==> src/rtl/core/b64se_pkg.sv <==
// Package for the base64 stream encoder: word types, the group descriptor
// passed from the front end to the back end, queue sizing and the alphabet map.
// No dependencies.
`default_nettype none

package b64se_pkg;

    localparam int GQ_DEPTH = 2;
    localparam int GQ_AW    = (GQ_DEPTH > 1) ? $clog2(GQ_DEPTH) : 1;
    localparam int GQ_CW    = $clog2(GQ_DEPTH + 1);

    localparam logic [7:0] PAD_CHAR = 8'h3d;

    typedef struct packed {
        logic [7:0] data_byte;
        logic       is_final;
    } in_word_t;

    typedef struct packed {
        logic [7:0] out_char;
        logic       run_last;
        logic       stream_end;
    } out_word_t;

    // One group of three bytes (padded with zeros) and how many of its four
    // characters come from the alphabet; the rest are pads.
    typedef struct packed {
        logic [7:0] g0;
        logic [7:0] g1;
        logic [7:0] g2;
        logic [2:0] nchars;
        logic       fin;
    } group_t;

    typedef struct packed {
        logic full;
        logic empty;
    } gq_stat_t;

    function automatic logic [7:0] sextet_to_char(input logic [5:0] s);
        logic [7:0] s8;
        logic [7:0] ch;
        s8 = {2'b00, s};
        if (s8 < 8'd26) begin
            ch = s8 + 8'd65;
        end
        else if (s8 < 8'd52) begin
            ch = s8 + 8'd71;
        end
        else if (s8 < 8'd62) begin
            ch = s8 - 8'd4;
        end
        else if (s8 == 8'd62) begin
            ch = 8'h2b;
        end
        else begin
            ch = 8'h2f;
        end
        return ch;
    endfunction

endpackage

`default_nettype wire

==> src/rtl/core/b64se_front.sv <==
// Front end of the base64 stream encoder: accepts byte words, gathers
// groups of up to three bytes and pushes finished groups into the queue.
// Depends on b64se_pkg.
`default_nettype none

module b64se_front
    import b64se_pkg::*;
(
    input  wire logic     clk,
    input  wire logic     rst_n,
    input  wire logic     push,
    output logic          full,
    input  wire in_word_t item,
    input  wire gq_stat_t gq_stat,
    output logic          gq_push,
    output group_t        gq_data
);

    logic [7:0] held_bytes_reg [2];
    logic [7:0] held_bytes_next [2];
    logic [1:0] held_count_reg;
    logic [1:0] held_count_next;
    logic [1:0] n;
    logic       accept;

    assign full   = gq_stat.full;
    assign accept = push && !full;
    assign n      = (held_count_reg >= 2'd2) ? 2'd2 : held_count_reg;

    always_comb
    begin
        held_bytes_next[0] = held_bytes_reg[0];
        held_bytes_next[1] = held_bytes_reg[1];
        held_count_next    = held_count_reg;
        gq_push            = 1'b0;
        gq_data.g0         = held_bytes_reg[0];
        gq_data.g1         = held_bytes_reg[1];
        gq_data.g2         = item.data_byte;
        gq_data.nchars     = 3'd4;
        gq_data.fin        = item.is_final;
        if (n == 2'd0) begin
            gq_data.g0 = item.data_byte;
            gq_data.g1 = 8'h00;
            gq_data.g2 = 8'h00;
            gq_data.nchars = 3'd2;
        end
        else if (n == 2'd1) begin
            gq_data.g1 = item.data_byte;
            gq_data.g2 = 8'h00;
            gq_data.nchars = 3'd3;
        end
        if (accept) begin
            if (n != 2'd2) begin
                held_bytes_next[n[0]] = item.data_byte;
            end
            if (n == 2'd2 || item.is_final) begin
                gq_push         = 1'b1;
                held_count_next = 2'd0;
            end
            else begin
                held_count_next = n + 2'd1;
            end
        end
    end

    always_ff @(posedge clk or negedge rst_n)
    begin
        if (!rst_n) begin
            held_bytes_reg[0] <= 8'h00;
            held_bytes_reg[1] <= 8'h00;
            held_count_reg    <= 2'd0;
        end
        else begin
            held_bytes_reg[0] <= held_bytes_next[0];
            held_bytes_reg[1] <= held_bytes_next[1];
            held_count_reg    <= held_count_next;
        end
    end

`ifndef ASSERT_OFF
    a_count_range: assert property (@(posedge clk) disable iff (!rst_n)
        held_count_reg <= 2'd2)
        else $error("held count out of range");
    a_final_clears: assert property (@(posedge clk) disable iff (!rst_n)
        (accept && item.is_final) |=> (held_count_reg == 2'd0))
        else $error("final byte did not clear held count");
    a_third_pushes: assert property (@(posedge clk) disable iff (!rst_n)
        (accept && held_count_reg == 2'd2) |-> gq_push)
        else $error("third byte of a group did not push a group");
`endif

endmodule

`default_nettype wire

==> src/rtl/core/b64se_group_queue.sv <==
// Short group queue between the front end and the back end of the encoder.
// Depends on b64se_pkg.
`default_nettype none

module b64se_group_queue
    import b64se_pkg::*;
(
    input  wire logic   clk,
    input  wire logic   rst_n,
    input  wire logic   wr_en,
    input  wire group_t wr_data,
    input  wire logic   rd_en,
    output group_t      rd_data,
    output gq_stat_t    stat
);

    group_t             mem_reg [GQ_DEPTH];
    logic [GQ_AW-1:0]   wr_ptr_reg;
    logic [GQ_AW-1:0]   wr_ptr_next;
    logic [GQ_AW-1:0]   rd_ptr_reg;
    logic [GQ_AW-1:0]   rd_ptr_next;
    logic [GQ_CW-1:0]   count_reg;
    logic [GQ_CW-1:0]   count_next;
    logic               do_wr;
    logic               do_rd;

    assign stat.full  = (count_reg == GQ_CW'(GQ_DEPTH));
    assign stat.empty = (count_reg == '0);
    assign do_wr      = wr_en && !stat.full;
    assign do_rd      = rd_en && !stat.empty;
    assign rd_data    = mem_reg[rd_ptr_reg];

    always_comb
    begin
        wr_ptr_next = wr_ptr_reg;
        rd_ptr_next = rd_ptr_reg;
        count_next  = count_reg;
        if (do_wr) begin
            wr_ptr_next = (wr_ptr_reg == GQ_AW'(GQ_DEPTH - 1)) ? '0 : wr_ptr_reg + 1'b1;
        end
        if (do_rd) begin
            rd_ptr_next = (rd_ptr_reg == GQ_AW'(GQ_DEPTH - 1)) ? '0 : rd_ptr_reg + 1'b1;
        end
        if (do_wr && !do_rd) begin
            count_next = count_reg + 1'b1;
        end
        else if (do_rd && !do_wr) begin
            count_next = count_reg - 1'b1;
        end
    end

    always_ff @(posedge clk)
    begin
        if (do_wr) begin
            mem_reg[wr_ptr_reg] <= wr_data;
        end
    end

    always_ff @(posedge clk or negedge rst_n)
    begin
        if (!rst_n) begin
            wr_ptr_reg <= '0;
            rd_ptr_reg <= '0;
            count_reg  <= '0;
        end
        else begin
            wr_ptr_reg <= wr_ptr_next;
            rd_ptr_reg <= rd_ptr_next;
            count_reg  <= count_next;
        end
    end

`ifndef ASSERT_OFF
    a_no_overflow: assert property (@(posedge clk) disable iff (!rst_n)
        wr_en |-> !stat.full)
        else $error("group queue written while full");
    a_no_underflow: assert property (@(posedge clk) disable iff (!rst_n)
        rd_en |-> !stat.empty)
        else $error("group queue read while empty");
    a_count_bound: assert property (@(posedge clk) disable iff (!rst_n)
        count_reg <= GQ_CW'(GQ_DEPTH))
        else $error("group queue count out of range");
`endif

endmodule

`default_nettype wire

==> src/rtl/core/b64se_back.sv <==
// Back end of the encoder: turns the group at the head of the queue into four
// character words, one per cycle while the result side pops them, through an
// output register. Depends on b64se_pkg.
`default_nettype none

module b64se_back
    import b64se_pkg::*;
(
    input  wire logic     clk,
    input  wire logic     rst_n,
    input  wire gq_stat_t gq_stat,
    input  wire group_t   gq_data,
    output logic          gq_pop,
    output logic          empty,
    input  wire logic     pop,
    output out_word_t     result
);

    logic [1:0] k_reg;
    logic [1:0] k_next;
    logic       out_valid_reg;
    logic       out_valid_next;
    out_word_t  out_reg;
    out_word_t  out_next;
    logic       load;
    logic [5:0] sextet;

    assign empty  = !out_valid_reg;
    assign result = out_reg;
    // The output register refills in the same cycle that its word is taken, if a group is queued.
    assign load   = !gq_stat.empty && (!out_valid_reg || pop);
    assign gq_pop = load && (k_reg == 2'd3);

    always_comb
    begin
        case (k_reg)
            2'd0:    sextet = gq_data.g0[7:2];
            2'd1:    sextet = {gq_data.g0[1:0], gq_data.g1[7:4]};
            2'd2:    sextet = {gq_data.g1[3:0], gq_data.g2[7:6]};
            default: sextet = gq_data.g2[5:0];
        endcase
    end

    always_comb
    begin
        k_next         = k_reg;
        out_next       = out_reg;
        out_valid_next = out_valid_reg && !pop;
        if (load) begin
            k_next         = k_reg + 2'd1;
            out_valid_next = 1'b1;
            out_next.out_char = ({1'b0, k_reg} < gq_data.nchars) ?
                                sextet_to_char(sextet) : PAD_CHAR;
            out_next.run_last   = (k_reg == 2'd3);
            out_next.stream_end = (k_reg == 2'd3) && gq_data.fin;
        end
    end

    always_ff @(posedge clk)
    begin
        out_reg <= out_next;
    end

    always_ff @(posedge clk or negedge rst_n)
    begin
        if (!rst_n) begin
            k_reg         <= 2'd0;
            out_valid_reg <= 1'b0;
        end
        else begin
            k_reg         <= k_next;
            out_valid_reg <= out_valid_next;
        end
    end

`ifndef ASSERT_OFF
    a_end_on_last: assert property (@(posedge clk) disable iff (!rst_n)
        (out_valid_reg && out_reg.stream_end) |-> out_reg.run_last)
        else $error("stream end flagged on a word that is not the last of its group");
    a_pop_after_four: assert property (@(posedge clk) disable iff (!rst_n)
        gq_pop |=> (k_reg == 2'd0))
        else $error("character index not reset after a group");
    a_last_loaded: assert property (@(posedge clk) disable iff (!rst_n)
        gq_pop |=> (out_valid_reg && out_reg.run_last))
        else $error("group left the queue without its last word");
`endif

endmodule

`default_nettype wire

==> src/rtl/core/base64_stream_encoder_unit.sv <==
// Base64 stream encoder (standard alphabet, '=' padding). Each input word
// carries one byte and a flag for the last byte of the stream. Every third
// byte, or a final byte, releases a group of four character words, handed
// out one per cycle while the result side pops them, through the single
// output register of the back end. A group's first word passes through the
// group queue and then that output register before it reaches the result
// ports.
// A two-entry group queue lets the byte side run ahead of the result side.
// No clearing pass after reset. Depends on b64se_pkg and the modules below.
`default_nettype none

module base64_stream_encoder_unit
    import b64se_pkg::*;
(
    input  wire logic     clk,
    input  wire logic     rst_n,
    input  wire logic     push,
    output logic          full,
    input  wire in_word_t item,
    output logic          empty,
    input  wire logic     pop,
    output out_word_t     result
);

    gq_stat_t gq_stat;
    logic     gq_push;
    logic     gq_pop;
    group_t   gq_wr_data;
    group_t   gq_rd_data;

    b64se_front u_front (
        .clk     (clk),
        .rst_n   (rst_n),
        .push    (push),
        .full    (full),
        .item    (item),
        .gq_stat (gq_stat),
        .gq_push (gq_push),
        .gq_data (gq_wr_data)
    );

    b64se_group_queue u_queue (
        .clk     (clk),
        .rst_n   (rst_n),
        .wr_en   (gq_push),
        .wr_data (gq_wr_data),
        .rd_en   (gq_pop),
        .rd_data (gq_rd_data),
        .stat    (gq_stat)
    );

    b64se_back u_back (
        .clk     (clk),
        .rst_n   (rst_n),
        .gq_stat (gq_stat),
        .gq_data (gq_rd_data),
        .gq_pop  (gq_pop),
        .empty   (empty),
        .pop     (pop),
        .result  (result)
    );

endmodule

`default_nettype wire

==> config.mk <==
export PLATFORM = sky130hd
export DESIGN_NAME = base64_stream_encoder_unit
export DESIGN_NICKNAME = d
export VERILOG_FILES = /design/src/rtl/core/b64se_pkg.sv /design/src/rtl/core/b64se_front.sv /design/src/rtl/core/b64se_group_queue.sv /design/src/rtl/core/b64se_back.sv /design/src/rtl/core/base64_stream_encoder_unit.sv
export SDC_FILE = /design/constraint.sdc
export NUM_CORES = 1
export LEC_CHECK = 0
export BUFFER_PORTS_ARGS = -buffer_cell sky130_fd_sc_hd__buf_4
export CAP_MARGIN = 0
export CORE_MARGIN = 3
export CORE_UTILIZATION = 55
export CTS_BUF_LIST = sky130_fd_sc_hd__clkbuf_8
export CTS_CLUSTER_SIZE = 20
export DETAILED_ROUTE_END_ITERATION = 16
export PLACE_DENSITY = 0.82
export SYNTH_ARGS = -nofsm -noshare
export SYNTH_HDL_FRONTEND = slang
export SYNTH_SLANG_ARGS = --single-unit
==> constraint.sdc <==
create_clock -name clk -period 5 [get_ports clk]
set_input_delay 0.5 -clock clk [delete_from_list [all_inputs] [get_ports clk]]
set_output_delay 0.5 -clock clk [all_outputs]
set_load 0.05 [all_outputs]
==> impl_metrics.py, run 1 <==
metrics = {
    "finish": {
        "drive_above_1_share": 0.249,
        "final_cells": 433,
        "nNetsFinal": 355,
        "fillers": 567,
        "final_common_cell": "edfxtp_1",
        "largest_register_ffs": 56,
        "syn2layout_area_growth_pct": 10.8,
        "diodes": 0,
        "final_cell_mix": "edfxtp_1, buf_4, dfrtp_1",
    },
    "sta": {
        "hold_slack_ps": 47.8,
        "period_needed_ps": 2960,
        "fmax_mhz": 338,
        "setup_tns_ps": 0,
        "hold_viol": 0,
        "report.final.slew_viol_count": 0,
        "setup_violations": 0,
        "period_share": 0.592,
        "rsz0062_at_grt": "false",
        "slew_headroom": 0.416,
        "worst_pin_slew_ps": 874,
        "skew_ps": 11.8,
    },
    "yosys": {
        "synth_top_area_frac": 0.468,
        "syn_nets": 328,
        "synth_ff_type": "edfxtp_1",
        "yosysUniqueCellTypes": 53,
        "synth_area_leader_cell": "edfxtp_1",
        "synthCells": 302,
        "ys_warn_count": 0,
        "synth_edf_count": 66,
        "synth-seq-cells": 91,
        "syn_area_um2": 4240,
        "yosys-top-cells-area": "edfxtp_1, dfrtp_1, mux2_2, ha_1, mux2i_1",
        "yosysSeqAreaShare": 0.616,
        "syn_avg_cell_area_um2": 14.0,
        "async_reset_ff_frac": 0.275,
    },
    "placed_design": {
        "io_buffers": 24,
        "gp_congestion": 0.959,
        "dp.cells": 417,
        "dpl.hpwl_mm": 5.45,
    },
    "floorplan": {
        "die-area_um2": 8790,
        "rows": 31,
        "die_h_um": 93.8,
        "core_um2": 7370,
        "boundaryPins": 25,
        "die_x_um": 93.8,
        "start_util": 0.575,
    },
    "critical_path": {
        "worstPathMaxFanout": 12,
        "critical_path.top_delay_family": "compound AO/OA/AOI/OAI gates",
        "crit_type": "reg2reg",
        "reg2reg_depth": 10,
        "critPathMaxStageDelay_ps": 420,
        "cp_data_arrival_time_ps": 3060,
        "crit_buf_inv": 2,
        "cp.required_ps": 5110,
        "start_kind": "flop",
        "crit_cells": 10,
        "critPathSlowestCell": "dfrtp_1",
        "critPathCaptureType": "flop",
        "crit_chain": "inv_1 > ha_1 > a22o_2 > o311ai_4 > inv_1 > ha_1 > a31oi_1 > o21a_4 > o31a_1 > o31ai_2",
    },
    "route": {
        "vias": 2453,
        "drt_first_pass_iters": 5,
        "dr.first_iter.drc_count": 173,
        "route.detailed.drc": 0,
        "viasPerCell": 5.67,
        "wire_per_inst_um": 17.7,
        "drt-total-wl_mm": 7.68,
        "antenna_left": 0,
    },
    "grt": {
        "track_usage": 0.189,
        "overflow": 0,
        "first_global_vias": 2470,
        "grt_pass1_wl_mm": 12.4,
        "grt_max_degree": 29,
        "antenna_found_initial": 0,
    },
    "clock_network": {
        "worst_skew_pair.late_latency_ps": 360,
        "hold_buffers": 0,
        "post_cts_buffers": 0,
        "clk_path_buf_depth": 2,
        "htreeDepth": 3,
        "cts_buffers": 9,
        "ctsResizeCount": 0,
        "cts_tree": "built",
        "clock-root-buffer": "clkbuf_8",
        "cts.sinks": 91,
        "clk_pin_slew_ps": 80,
    },
    "worst_hold_path": {
        "hp-class": "in2async",
    },
    "run": {
        "cap_violations": 0,
    },
    "outcome": {
        "status": "completed",
    },
}
==> per-stage QoR <==
step | setup slack, ps | utilization | area [µm²]
2_1_floorplan | 2410 | - | 4240
3_3_place_gp | 2270 | 0.609 | 4490
3_5_place_dp | 2110 | 0.609 | 4490
4_1_cts | 2080 | 0.637 | 4690
5_1_grt | 1880 | 0.637 | 4690
6_report | 2040 | 0.637 | 4690
==> worst reg2reg max path: cells and delay by family, from the launching register on <==
family,cells,cell delay [ps]
AO/OA/AOI/OAI,6,1410
adder cells (fa/ha/maj),2,650
flip-flops,1,420
buffers and inverters,2,250
==> cells in the mapped netlist, drive strengths merged, types with 2 or more instances <==
cell / instances
a211oi: 4
a21oi: 4
a22o: 9
a22oi: 12
a31oi: 2
a32oi: 4
and2: 12
and3: 4
buf: 7
clkbuf: 4
dfrtp: 25
edfxtp: 66
ha: 13
inv: 14
mux2: 24
mux2i: 10
nand2: 24
nand3: 14
nand3b: 2
nor2: 11
nor2b: 5
o21ai: 8
or3: 3
xnor2: 6
xor2: 2
==> cell type report <==
type	count	area [µm²]	share of cell area
clock buffers	11	151	0.0323
well taps	99	124	0.0264
inverters	14	52.6	0.0112
clock inverters	5	55.1	0.0117
flip-flops and latches	91	2610	0.556
multi-input cells	186	1500	0.319
repair buffers	27	203	0.0432
==> metal layers <==
metal | wire [µm] | up-vias | track usage
met1 | 3370 | 1190 | 0.252
met2 | 3810 | 76 | 0.303
met5 | 0 | - | 0
met4 | 91 | 0 | 0.0674
li1 | - | 1178 | -
met3 | 407 | 9 | 0.0433
==> cell families (layout without fill, tap and decap cells) <==
logic type	after synthesis	after routing	synth area share
DFF	91	91	0.616
and+or+nand+nor	79	79	0.103
adders and majority gates	13	13	0.0384
AOI/OAI and AO/OA	52	52	0.108
xor gates and xnor gates	8	8	0.0165
muxes	34	34	0.0874
buffers and inverters	25	57	0.0310
==> worst paths after layout <==
check	slack (ps)	to	startpoint
setup / recovery	2040	u_back.result[7]	u_back.k_reg[0]
hold / removal	50	u_front.held_bytes_reg[6]	rst_n
setup reg to reg	2040	u_back.result[7]	u_back.k_reg[0]
hold reg to reg	500	u_queue.count_reg[1]	u_queue.count_reg[1]
max in group asynchronous	4680	u_queue.wr_ptr_reg	rst_n
min in group clk	330	u_back.out_valid_reg	pop
Power of run 1 is not shown: default switching activity piles up to over one toggle a cycle in this logic, so the estimate is an artifact.
==> run 2: changes to the inputs <==
--- a/config.mk
+++ b/config.mk
@@ -12,7 +12,7 @@
 export CTS_BUF_LIST = sky130_fd_sc_hd__clkbuf_8
 export CTS_CLUSTER_SIZE = 20
 export DETAILED_ROUTE_END_ITERATION = 16
-export PLACE_DENSITY = 0.82
+export PLACE_DENSITY = 0.85
 export SYNTH_ARGS = -nofsm -noshare
 export SYNTH_HDL_FRONTEND = slang
 export SYNTH_SLANG_ARGS = --single-unit
==> constraint.sdc (replaced) <==
create_clock -name clk -period 2.6 [get_ports clk]
set_input_delay 0.26 -clock clk [delete_from_list [all_inputs] [get_ports clk]]
set_output_delay 0.26 -clock clk [all_outputs]
set_load 0.05 [all_outputs]
==> run 2 against run 1 <==
The run now ends with negative setup slack left; flip-flop and latch count stayed put; routed wire length grew 3.5%; die area unchanged; core utilization up 2.9 points; critical path type unchanged; largest cell class unchanged; highest routed layer unchanged.
==> impl_metrics.py, run 2 (synthesized netlist as in run 1, its figures left out) <==
metrics = {
    "sta": {
        "report.final.slew_viol_count": 0,
        "skew_ps": 6.99,
        "hold_slack_ps": 86.3,
        "slew_headroom": 0.707,
        "hold_viol": 0,
        "setup_tns_ps": -5.16,
        "period_share": 1.00,
        "finalWorstSetupSlack_ps": -5.16,
        "worst_pin_slew_ps": 434,
        "period_needed_ps": 2610,
        "fmax_mhz": 384,
        "setup_violations": 1,
        "rsz0062_at_grt": "true",
    },
    "critical_path": {
        "critPathMaxStageDelay_ps": 440,
        "crit_start": "u_back.k_reg[0]",
        "crit_buf_inv": 1,
        "critPathCaptureType": "flop",
        "rrSetupSlack_ps": -5,
        "critPathSlowestCell": "dfrtp_1",
        "r2r_start": "u_back.k_reg[0]",
        "reg2reg_depth": 9,
        "cp_data_arrival_time_ps": 2690,
        "crit_chain": "inv_2 > ha_4 > a22o_2 > o311ai_4 > ha_2 > nand3b_1 > o21ai_0 > a211oi_1 > o21ai_0",
        "start_kind": "flop",
        "worstPathMaxFanout": 8,
        "cp.required_ps": 2680,
        "r2r-end": "u_back.result[6]",
        "crit_path_frequent_cell": "o21ai_0",
        "crit_type": "reg2reg",
        "critical_path.top_delay_family": "compound AO/OA/AOI/OAI gates",
    },
    "placed_design": {
        "gp_congestion": 0.873,
        "io_buffers": 24,
        "dpl.hpwl_mm": 5.49,
    },
    "floorplan": {
        "die-area_um2": 8790,
        "die_h_um": 93.8,
        "start_util": 0.575,
        "boundaryPins": 25,
        "core_um2": 7370,
        "rows": 31,
        "die_x_um": 93.8,
    },
    "route": {
        "dr.first_iter.drc_count": 175,
        "vias": 2576,
        "antenna_left": 0,
        "route.detailed.drc": 0,
        "drt-total-wl_mm": 7.94,
        "wire_per_inst_um": 17.5,
        "drt_first_pass_iters": 5,
        "viasPerCell": 5.69,
    },
    "finish": {
        "nNetsFinal": 375,
        "final_cell_mix": "edfxtp_1, buf_4, mux2_2, dfrtp_1, nand2_1",
        "drive_above_1_share": 0.314,
        "syn2layout_area_growth_pct": 15.8,
        "diodes": 0,
        "largest_register_ffs": 56,
        "final_common_cell": "edfxtp_1",
    },
    "run": {
        "cap_violations": 0,
    },
    "grt": {
        "grt_max_degree": 29,
        "track_usage": 0.188,
        "grt_pass1_wl_mm": 12.3,
        "first_global_vias": 2485,
        "antenna_found_initial": 0,
        "overflow": 0,
    },
    "worst_hold_path": {
        "min_path_cells": 2,
        "hp-class": "in2reg",
        "min-delay-start": "pop",
        "min_to": "u_back.out_valid_reg",
    },
    "clock_network": {
        "clock-root-buffer": "clkbuf_8",
        "cts_tree": "built",
        "cts_buffers": 9,
        "cts.sinks": 91,
        "clk_pin_slew_ps": 90,
        "clk_path_buf_depth": 2,
        "htreeDepth": 3,
        "worst_skew_pair.late_latency_ps": 350,
    },
    "outcome": {
        "status": "complete, but fails checks",
        "violations": "negative setup slack",
    },
}
## run 2: changes by cell type in the layout (fill, tap and decap cells not counted), moves of 2 or more
cell	previous run	this run
buf_4	27	45
clkbuf_8	11	9
clkinv_1	0	3
ha_1	13	8
ha_2	0	2
ha_4	0	3
inv_1	16	13
inv_2	0	2
## run 2: worst max-delay path by stage
stage / to / slack [ps] / cells after the start
2_1_floorplan: u_queue.mem_reg[0][0] / 5 / 5
3_3_place_gp: u_back.result[4] / -0.4 / 10
3_5_place_dp: u_back.result[4] / -100 / 10
4_1_cts: u_back.result[6] / 4 / 9
5_1_grt: u_back.result[6] / -70 / 9
6_report: u_back.result[6] / -5 / 9
## run 2: worst reg2reg max path: stages, from the launching register on
cell      delay [ps]
dfrtp_1          440
inv_2            120
ha_4             210
a22o_2           260
o311ai_4         290
ha_2             240
nand3b_1         240
o21ai_0          130
a211oi_1         270
o21ai_0          140
## run 2: layout make-up
class / count / area (µm²)
fillers: 533 / 2470
repair buffers: 47 / 368
flip-flops and latches: 91 / 2610
inverters: 14 / 52.6
clock inverters: 7 / 58.8
multi-input cells: 186 / 1570
well taps: 99 / 124
clock buffers: 9 / 124
## run 2: repair_timing
action | CTS | global route
hold buffers | 1 | 0
endpoints found under the hold margin | 25 | 0
endpoints found under the setup margin | 6 | 8
pin swaps | 0 | 1
buffers inserted | 0 | 4
resized for setup | 4 | 12
## run 2: routing by layer
layer / wire (µm) / vias to the layer above / part of all wire / track usage
met1: 3500 / 1259 / 0.44 / 0.250
met3: 450 / 15 / 0.057 / 0.0465
met4: 177 / 0 / 0.022 / 0.0734
met5: 0 / - / 0 / 0
li1: - / 1217 / - / -
met2: 3810 / 85 / 0.48 / 0.296
## run 2: through the flow
step,instances,util,instance area (µm²),setup slack (ps)
floorplan,302,-,4240,5.27
global placement,432,0.626,4610,-0.369
detailed placement,432,0.626,4610,-98.4
CTS,449,0.653,4820,3.90
global route,453,0.665,4900,-66.3
finish,453,0.665,4900,-5.16
Power of run 2 is left out for the same reason.
==> run 3: changes to the inputs <==
--- a/config.mk
+++ b/config.mk
@@ -5,6 +5,7 @@
 export SDC_FILE = /design/constraint.sdc
 export NUM_CORES = 1
 export LEC_CHECK = 0
+export ABC_AREA = 1
 export BUFFER_PORTS_ARGS = -buffer_cell sky130_fd_sc_hd__buf_4
 export CAP_MARGIN = 0
 export CORE_MARGIN = 3
==> run 3 against run 2 <==
The flow now finishes without violations; area after synthesis grew 4.9%; worst setup slack gained 200 ps; register-to-register slack gained 200 ps; design area grew 1.6%; die area grew 4.6%; via count grew 20%; count of clock-buffer cells in the layout is the same; critical path depth grew 7.
==> impl_metrics.py, run 3 <==
metrics = {
    "yosys": {
        "synth_top_area_frac": 0.446,
        "syn_avg_cell_area_um2": 9.76,
        "synth_top_family_by_area": "simple AND/OR/NAND/NOR gates",
        "synth-seq-cells": 91,
        "synth.most_common_cell": "nand2_1",
        "yosysSeqAreaShare": 0.587,
        "synth_edf_count": 66,
        "synthXorXnorAreaFrac": 0.0118,
        "syn_area_um2": 4440,
        "synth_area_leader_cell": "edfxtp_1",
        "synthMuxAreaShare": 0.00225,
        "synthCells": 455,
        "synth_compound_area_frac": 0.0839,
        "yosys-top-cells-area": "edfxtp_1, dfrtp_1, nand2_1, inv_1, o21ai_0",
        "synth_ff_type": "edfxtp_1",
        "yosysUniqueCellTypes": 35,
        "synth_common_cells": "nand2_1, edfxtp_1, inv_1, o21ai_0, dfrtp_1",
        "async_reset_ff_frac": 0.275,
        "synth-simple-area-share": 0.211,
        "synth_fa_ha_area_frac": 0.0366,
        "ys_warn_count": 0,
        "syn_nets": 481,
    },
    "floorplan": {
        "boundaryPins": 25,
        "start_util": 0.572,
        "die_x_um": 95.9,
        "die_h_um": 95.9,
        "die-area_um2": 9190,
        "core_um2": 7770,
        "rows": 32,
    },
    "sta": {
        "period_share": 0.924,
        "rsz0062_at_grt": "false",
        "skew_ps": 11.5,
        "finalWorstSetupSlack_ps": 199,
        "period_needed_ps": 2400,
        "slew_headroom": 0.589,
        "setup_violations": 0,
        "hold_viol": 0,
        "worst_pin_slew_ps": 610,
        "report.final.slew_viol_count": 0,
        "fmax_mhz": 416,
        "setup_tns_ps": 0,
    },
    "grt": {
        "antenna_found_initial": 0,
        "grt_max_degree": 29,
        "grt_pass1_wl_mm": 13.8,
        "first_global_vias": 2870,
        "overflow": 0,
        "track_usage": 0.200,
    },
    "clock_network": {
        "htreeDepth": 3,
        "clock-root-buffer": "clkbuf_8",
        "cts_buffers": 9,
        "clk_path_buf_depth": 2,
        "cts.sinks": 91,
        "cts_tree": "built",
        "worst_skew_pair.late_latency_ps": 370,
        "post_cts_buffers": 0,
        "clk_pin_slew_ps": 80,
    },
    "finish": {
        "diodes": 0,
        "final_cell_mix": "nand2_1, edfxtp_1, inv_1",
        "syn2layout_area_growth_pct": 12.1,
        "finish.instance_area_um2": 4980,
        "fillers": 620,
        "largest_register_ffs": 56,
        "drive_above_1_share": 0.178,
        "final_common_cell": "nand2_1",
        "nNetsFinal": 510,
        "regArea_um2": 2610,
        "multi_input_area_um2": 1580,
    },
    "worst_hold_path": {
        "min_to": "u_queue.mem_reg[0][0]",
        "hp-class": "in2reg",
        "min_path_cells": 1,
        "min-delay-start": "item[0]",
    },
    "critical_path": {
        "start_kind": "flop",
        "cp.required_ps": 2720,
        "r2r_start": "u_back.k_reg[1]",
        "reg2reg_depth": 16,
        "critPathCaptureType": "flop",
        "cp_data_arrival_time_ps": 2520,
        "crit_type": "reg2reg",
        "r2r-end": "u_back.result[6]",
        "worstPathMaxFanout": 12,
        "rrSetupSlack_ps": 200,
    },
    "route": {
        "wire_per_inst_um": 14.3,
        "vias": 3093,
        "route.detailed.drc": 0,
        "antenna_left": 0,
        "dr.first_iter.drc_count": 145,
        "drt_first_pass_iters": 5,
        "viasPerCell": 5.23,
        "drt-total-wl_mm": 8.43,
    },
    "placed_design": {
        "postPlaceCellArea_um2": 4730,
        "pre_cts_slack_ps": 82.0,
        "gp_congestion": 0.916,
        "io_buffers": 24,
        "dpl.hpwl_mm": 6.04,
    },
    "run": {
        "cap_violations": 0,
    },
    "outcome": {
        "status": "completed",
    },
}
==> run 3: cell type report <==
cell class / instances / share of cell area
Tap cell: 102 / 0.0256
Inverter: 56 / 0.0424
Clock inverter: 7 / 0.0148
Timing Repair Buffer: 32 / 0.0512
Sequential cell: 91 / 0.524
Multi-Input combinational cell: 294 / 0.317
Clock buffer: 9 / 0.0249
==> run 3: worst max-delay path, stage by stage (launching register included) <==
cell and delay [ps]:
dfrtp_2 460, inv_1 170, ha_4 230, nand2_1 80
nand2_1 80, inv_1 40, nand2_1 60, nand2_1 60
nand2_1 100, nand2_4 90, ha_1 210, a21oi_1 240
nand2_1 90, nand3_1 80, nand2_1 50, nand2_1 50
nand3_1 60
==> run 3: kinds of logic after synthesis <==
logic type	Yosys count
AOI/OAI and AO/OA	67
xor gates and xnor gates	6
adders and majority gates	13
buffers and inverters	70
DFF	91
muxes	1
and+or+nand+nor	207
==> run 3: worst max-delay path by stage <==
stage	from	cells past startpoint	endpoint	slack (ps)
floorplan	u_front.held_count_reg[1]	3	u_queue.mem_reg[0][0]	110
global placement	u_back.k_reg[0]	15	u_back.result[2]	150
detailed placement	u_back.k_reg[0]	16	u_back.result[5]	80
CTS	u_back.k_reg[0]	16	u_back.result[6]	6
global route	u_back.k_reg[0]	17	u_back.result[6]	3
finish	u_back.k_reg[1]	16	u_back.result[6]	200
==> run 3: metrics by stage <==
stage,hold slack (ps),utilization,cells
after global placement,176,0.609,574
after global routing,108,0.641,591
final,122,0.641,591
after floorplan,-35.6,-,455
after detailed placement,179,0.609,574
after CTS,118,0.636,591
==> run 3: per-layer routing <==
| metal | global-route usage | wire [µm] | up-vias |
|---|---|---|---|
| met5 | 0 | 0 | - |
| met4 | 0.0746 | 149 | 0 |
| met3 | 0.0414 | 301 | 14 |
| met2 | 0.328 | 4130 | 79 |
| met1 | 0.262 | 3850 | 1445 |
| li1 | - | - | 1555 |
==> run 3: what timing repair did <==
| action | in CTS | in global routing |
|---|---|---|
| endpoints found under the hold margin | 25 | 0 |
| resized for setup | 1 | 8 |
| hold buffers | 1 | 0 |
| setup endpoints to repair | 1 | 7 |
| pin swaps | 0 | 0 |
Power of run 3 is left out for the same reason.
